`config.mk`:
```
export PLATFORM = sky130hd
export DESIGN_NAME = fpma_ctrl
export DESIGN_NICKNAME = d
export VERILOG_FILES = /design/src/hw/rtl/assert_macros.svh /design/src/hw/rtl/fpma_pkg.sv /design/src/hw/rtl/fpma_ctrl.sv
export SDC_FILE = /design/constraint.sdc
export NUM_CORES = 1
export LEC_CHECK = 0
export ABC_AREA = 1
export ABC_CLOCK_PERIOD_IN_PS = 2550
export BUFFER_PORTS_ARGS = -buffer_cell sky130_fd_sc_hd__buf_4
export CORE_MARGIN = 3
export CORE_UTILIZATION = 49
export CTS_CLUSTER_DIAMETER = 200
export CTS_CLUSTER_SIZE = 24
export DETAILED_ROUTE_END_ITERATION = 6
export PLACE_DENSITY_LB_ADDON = 0.2
export SYNTH_ARGS = -nofsm -noshare
export SYNTH_HDL_FRONTEND = slang
export SYNTH_SLANG_ARGS = --single-unit
```
`constraint.sdc`:
```
create_clock -name clk -period 2.55 [get_ports clk]
set_clock_uncertainty 0.05 [all_clocks]
set_input_delay 0.51 -clock clk [delete_from_list [all_inputs] [get_ports clk]]
set_output_delay 0.51 -clock clk [all_outputs]
set_load 0.02 [all_outputs]
```
`src/hw/rtl/assert_macros.svh`:
```
// Assertion helpers for the allocator.
`ifndef ASSERT_MACROS_SVH
`define ASSERT_MACROS_SVH
`define ASSERT_CLK(lbl, prop, msg) \
    lbl: assert property (@(posedge clk) disable iff (!rst_n) (prop)) else $error(msg);
`define ASSERT_NEXT(lbl, a, b, msg) \
    lbl: assert property (@(posedge clk) disable iff (!rst_n) (a) |=> (b)) else $error(msg);
`endif

```
`src/hw/rtl/fpma_pkg.sv`:
```
// ----------------------------------------------------------------------------
// Allocator package
// Shared state codes, command and status types for the fit-policy allocator.
// ----------------------------------------------------------------------------
package fpma_pkg;
    localparam int HEAP_WORDS = 512;
    localparam int HEADER_WORDS = 2;
    localparam logic [1:0] ST_DONE = 2'd0;
    localparam logic [1:0] ST_NOFIT = 2'd1;
    localparam logic [1:0] ST_BADREL = 2'd2;
    localparam logic [1:0] POL_FIRST = 2'd0;
    localparam logic [1:0] POL_BEST = 2'd1;
    localparam logic [1:0] POL_WORST = 2'd2;

    typedef enum logic [4:0] {
        S_INIT, S_IDLE, S_CHECK, S_AREAD, S_AEVAL, S_RREAD, S_RLOOK, S_REVAL,
        S_DREAD, S_DWRITE, S_PREAD, S_PEVAL, S_SREAD, S_SWRITE, S_PUT, S_DONE
    } state_t;

    typedef struct packed {
        logic load;
        logic idx_clear;
        logic idx_inc;
        logic idx_dec;
        logic rd_idx;
        logic rd_prev;
        logic cap_hit;
        logic set_entry;
        logic new_entry;
        logic mark_alloc;
        logic mark_free;
        logic mark_pos;
        logic shift_down;
        logic shift_up;
        logic put_entry;
        logic count_dec;
        logic count_inc;
        logic set_nofit;
        logic set_bad;
    } cmd_t;

    typedef struct packed {
        logic clearing;
        logic is_release;
        logic size_zero;
        logic bad_addr;
        logic idx_end;
        logic fits;
        logic left_zero;
        logic el_zero;
        logic lower_adj;
        logic upper_adj;
        logic place_here;
        logic idx_at_pos;
        logic table_full;
        logic sized_policy;
    } stat_t;
endpackage

```
`src/hw/rtl/fpma_ctrl.sv`:
```
// ----------------------------------------------------------------------------
// Allocator controller
// Sequences table scans, removals, insertions and merges.
// ----------------------------------------------------------------------------
module fpma_ctrl
    import fpma_pkg::*;
(
    input  logic  clk,
    input  logic  rst_n,
    input  logic  start,
    input  stat_t st,
    output cmd_t  cmd,
    output logic  lower_phase,
    output logic  busy,
    output logic  done
);
    state_t state_reg, state_next;
    logic lower_reg, lower_next;

    always_ff @(posedge clk or negedge rst_n)
    begin
        if (!rst_n)
        begin
            state_reg <= S_INIT;
            lower_reg <= 1'b0;
        end
        else
        begin
            state_reg <= state_next;
            lower_reg <= lower_next;
        end
    end

    always_comb
    begin
        state_next = state_reg;
        lower_next = lower_reg;
        unique case (state_reg)
            S_INIT: if (!st.clearing) state_next = S_IDLE;
            S_IDLE: if (start) state_next = S_CHECK;
            S_CHECK:
            begin
                if (!st.is_release)
                    state_next = st.size_zero ? S_DONE : S_AREAD;
                else if (st.bad_addr)
                    state_next = S_DONE;
                else
                begin
                    lower_next = 1'b1;
                    state_next = S_RLOOK;
                end
            end
            S_AREAD: state_next = st.idx_end ? S_DONE : S_AEVAL;
            S_AEVAL:
            begin
                if (!st.fits) state_next = S_AREAD;
                else if (st.left_zero) state_next = S_DREAD;
                else if (st.sized_policy) state_next = S_DREAD;
                else state_next = S_DONE;
            end
            S_RLOOK: state_next = S_RREAD;
            S_RREAD:
            begin
                if (st.idx_end)
                begin
                    if (lower_reg)
                    begin
                        lower_next = 1'b0;
                        state_next = S_RLOOK;
                    end
                    else
                        state_next = S_PREAD;
                end
                else
                    state_next = S_REVAL;
            end
            S_REVAL:
            begin
                if ((lower_reg && st.lower_adj) || (!lower_reg && st.upper_adj))
                    state_next = st.sized_policy ? S_DREAD : S_DONE;
                else
                    state_next = S_RREAD;
            end
            S_DREAD: state_next = st.idx_end ? (st.sized_policy && !st.el_zero ? S_PREAD
                                                                                : S_DONE)
                                             : S_DWRITE;
            S_DWRITE: state_next = S_DREAD;
            S_PREAD:
            begin
                if (st.table_full) state_next = S_DONE;
                else state_next = st.idx_end ? S_SREAD : S_PEVAL;
            end
            S_PEVAL: state_next = st.place_here ? S_SREAD : S_PREAD;
            S_SREAD: state_next = st.idx_at_pos ? S_PUT : S_SWRITE;
            S_SWRITE: state_next = S_SREAD;
            S_PUT: state_next = S_DONE;
            S_DONE: state_next = S_IDLE;
            default: state_next = S_IDLE;
        endcase
    end

    always_comb
    begin
        cmd = '0;
        unique case (state_reg)
            S_INIT: ;
            S_IDLE: cmd.load = start;
            S_CHECK:
            begin
                cmd.idx_clear = 1'b1;
                cmd.set_nofit = !st.is_release;
                cmd.set_bad = st.is_release && st.bad_addr;
                cmd.mark_free = st.is_release && !st.bad_addr;
            end
            S_AREAD: cmd.rd_idx = 1'b1;
            S_AEVAL:
            begin
                if (st.fits)
                begin
                    cmd.mark_alloc = 1'b1;
                    cmd.cap_hit = 1'b1;
                    cmd.set_entry = 1'b1;
                end
                else
                    cmd.idx_inc = 1'b1;
            end
            S_RLOOK: cmd.idx_clear = 1'b1;
            S_RREAD:
            begin
                cmd.rd_idx = 1'b1;
                if (st.idx_end && !lower_reg)
                begin
                    cmd.new_entry = 1'b1;
                    cmd.idx_clear = 1'b1;
                end
            end
            S_REVAL:
            begin
                if ((lower_reg && st.lower_adj) || (!lower_reg && st.upper_adj))
                begin
                    cmd.cap_hit = 1'b1;
                    cmd.set_entry = 1'b1;
                end
                else
                    cmd.idx_inc = 1'b1;
            end
            S_DREAD:
            begin
                cmd.rd_idx = 1'b1;
                if (st.idx_end)
                begin
                    cmd.count_dec = 1'b1;
                    cmd.idx_clear = 1'b1;
                end
            end
            S_DWRITE:
            begin
                cmd.shift_down = 1'b1;
                cmd.idx_inc = 1'b1;
            end
            S_PREAD:
            begin
                cmd.rd_idx = 1'b1;
                if (!st.table_full && st.idx_end) cmd.mark_pos = 1'b1;
            end
            S_PEVAL:
            begin
                if (st.place_here) cmd.mark_pos = 1'b1;
                else cmd.idx_inc = 1'b1;
            end
            S_SREAD: cmd.rd_prev = 1'b1;
            S_SWRITE:
            begin
                cmd.shift_up = 1'b1;
                cmd.idx_dec = 1'b1;
            end
            S_PUT:
            begin
                cmd.put_entry = 1'b1;
                cmd.count_inc = 1'b1;
            end
            S_DONE: ;
            default: ;
        endcase
    end

    assign lower_phase = lower_reg;
    assign busy = (state_reg != S_IDLE);
    assign done = (state_reg == S_DONE);
endmodule

```
==> metrics <==
setup bufs post-CTS=0; Ports=39; Overflow after GRT=0; area grow syn2layout=39.9%; YS warnings=0; max reg flops=4; WS Path Type=flop to output port; Synth Area in XOR/XNOR=0; first-pass GRT wire length=4.04 mm; TNS Setup=0 ns; largest net degree at the start of global routing=10; Initial Util=0.562; Residual DRC=0; status=completed; CP Data Required Time=a little under 2 ns; drt total wl=about 2.4 mm; largest family of logic cells by synthesized area=simple AND/OR/NAND/NOR gates; HP Class=input pin to flop; # hold bufs at CTS=1; most frequent cells in the layout=42 x nand2_1, 38 x buf_4, 30 x nor2_1, 24 x inv_1, 12 x nand3_1; Critical Path Fanout Max=7; Syn Inst Count=150; nets@finish=208; H-tree Lvls=1; complex-gate fraction of the synthesized area=0.0943; Worst Tran Pin Value=0.354 ns; diode count=0; Die Y=~46 um; Cell Area, Synth=796 um2; fillers=130; Worst-Skew Late Latency=between 0.2 and 0.3 ns; # setup viols final=0; Slew Limit Headroom=0.764; Post-DRT Antenna Nets=0; share of cells above drive strength 1=0.305; Post-Synth Simple-Gate Area=0.588; DP Wirelength=between 1.5 and 2 mm; PwrDens=~1000 mW/mm2; Seq/Total Area, Yosys=0.157; LEAKAGE=0.706 nW; CTS-repair resized insts=0; Max VDD drop=approximately 0.6 mV; Tcrit/Tclk final=0.841; Root Driver=clkbuf_4; Max Cap Violations=0; RSZ-0062 raised after global routing=no; most common cell after layout, fill and taps aside=nand2_1; Max Transition Viols Final=0; Worst Setup End Kind=output port; crit path DAT=roughly 1.6 ns; die width=~46 um; Tot Pwr=~1.2 mW; slowest stage delay, CP=~0.47 ns; Worst Setup Start Kind=flop; CTS sink count=5; crit path time final=~2.1 ns; Syn Nets=167; total CTS buffers=3; DR vias=1063; non-filler instance count after layout=205; clock-pin slew on the worst setup and hold paths=around 0.050 ns; Cell Chain, Critical Path=nor2_4 -> inv_1 -> nor2_1 -> nand2_1 -> nor2_1 -> buf_4; fin area=roughly 0.0011 mm2; DR iter-0 viols=70; Post-DP Area=between 0.001 and 0.0015 mm2; placer congestion estimate=0.933; Crit path top cell by count=nor2_1; CTS Buffer Depth=2; multiplexer share of the synthesized area=0; vias per inst=roughly 5.2; Synth Area in Adders=0; wire per inst=11.7 um; gr usage total=0.265; CTS tree=built; die area=0.00214 mm2; Port Buffers=38; max frequency=around 470 MHz; Mapped Avg Cell Area=between 5 and 6 um2; vias in the first global route=955; core area=0.00142 mm2; antenna violations before repair=0; flops & latches, synth=5; FP Rows=13; post-synth cell types=19; Cells after DPL=200; CP max stage cell=dfrtp_1; Final Hold Fails=0; drt first pass iters=4
per-layer routing:
metal	up-vias	track usage	share of wire
met5	-	0	0
met4	0	0.0511	0.017
met3	4	0.0586	0.098
met2	70	0.440	0.46
met1	448	0.350	0.42
li1	541	-	-
synthesized netlist by cell type, drive strengths merged:
cell type | n | share of area
nor3 | 1 | 0.020
nand3b | 1 | 0.0094
nand2 | 46 | 0.23
dfrtp | 5 | 0.16
a21oi | 2 | 0.013
o211ai | 1 | 0.0094
nor2 | 38 | 0.23
buf | 3 | 0.028
nand3 | 12 | 0.075
o221ai | 1 | 0.011
o21ai | 8 | 0.050
inv | 28 | 0.13
a211o | 1 | 0.011
nand4 | 3 | 0.024
metrics by stage:
step / setup WS [ns] / hold slack, ns / utilization
2_1_floorplan: 0.705 / 0.164 / -
3_3_place_gp: 0.713 / 0.262 / 0.761
3_5_place_dp: 0.684 / 0.264 / 0.761
4_1_cts: 0.389 / 0.405 / 0.787
5_1_grt: 0.281 / 0.436 / 0.787
6_report: 0.406 / 0.419 / 0.787
area by class of cell:
type,count,area [um2],share of cell area
inverter,28,105,0.0944
sequential,5,125,0.112
clock buffer,4,26.3,0.0236
tap,15,18.8,0.0169
timing repair buffer,39,295,0.265
multi-input combinational,114,543,0.488
cells by family (layout without fill, tap and decap cells):
family	count (synthesis)	in the layout
compound gates	13	13
buf+inv	31	71
flops	5	5
simple gates	101	101
where the power goes:
part	leakage, nW	internal [mW]	switching, mW	total, mW
Combinational	0.630	0.319	0.542	0.861
Clock	0.0150	0.0597	0.0407	0.100
Sequential	0.0619	0.120	0.0791	0.199
worst max-delay path, delay by kind of cell, from the launching register on:
| kind | cells | cell delay, ns |
|---|---|---|
| buffers and inverters | 2 | 0.21 |
| AND/OR/NAND/NOR | 4 | 0.65 |
| flip-flops | 1 | 0.47 |
worst paths after layout:
check | start | to | slack (ns) | cells after the start
worst max-delay path | state_reg[3] | cmd[8] | 0.41 | 6
worst min-delay path | st[10] | lower_phase | 0.42 | 2
worst max register to register | lower_phase | state_reg[2] | 1.05 | 6
worst min register to register | lower_phase | lower_phase | 0.67 | 2
max in group asynchronous | rst_n | state_reg[3] | 1.79 | 2
min in group asynchronous | rst_n | state_reg[0] | 0.55 | 2
Power figures use the tool's default switching activity.
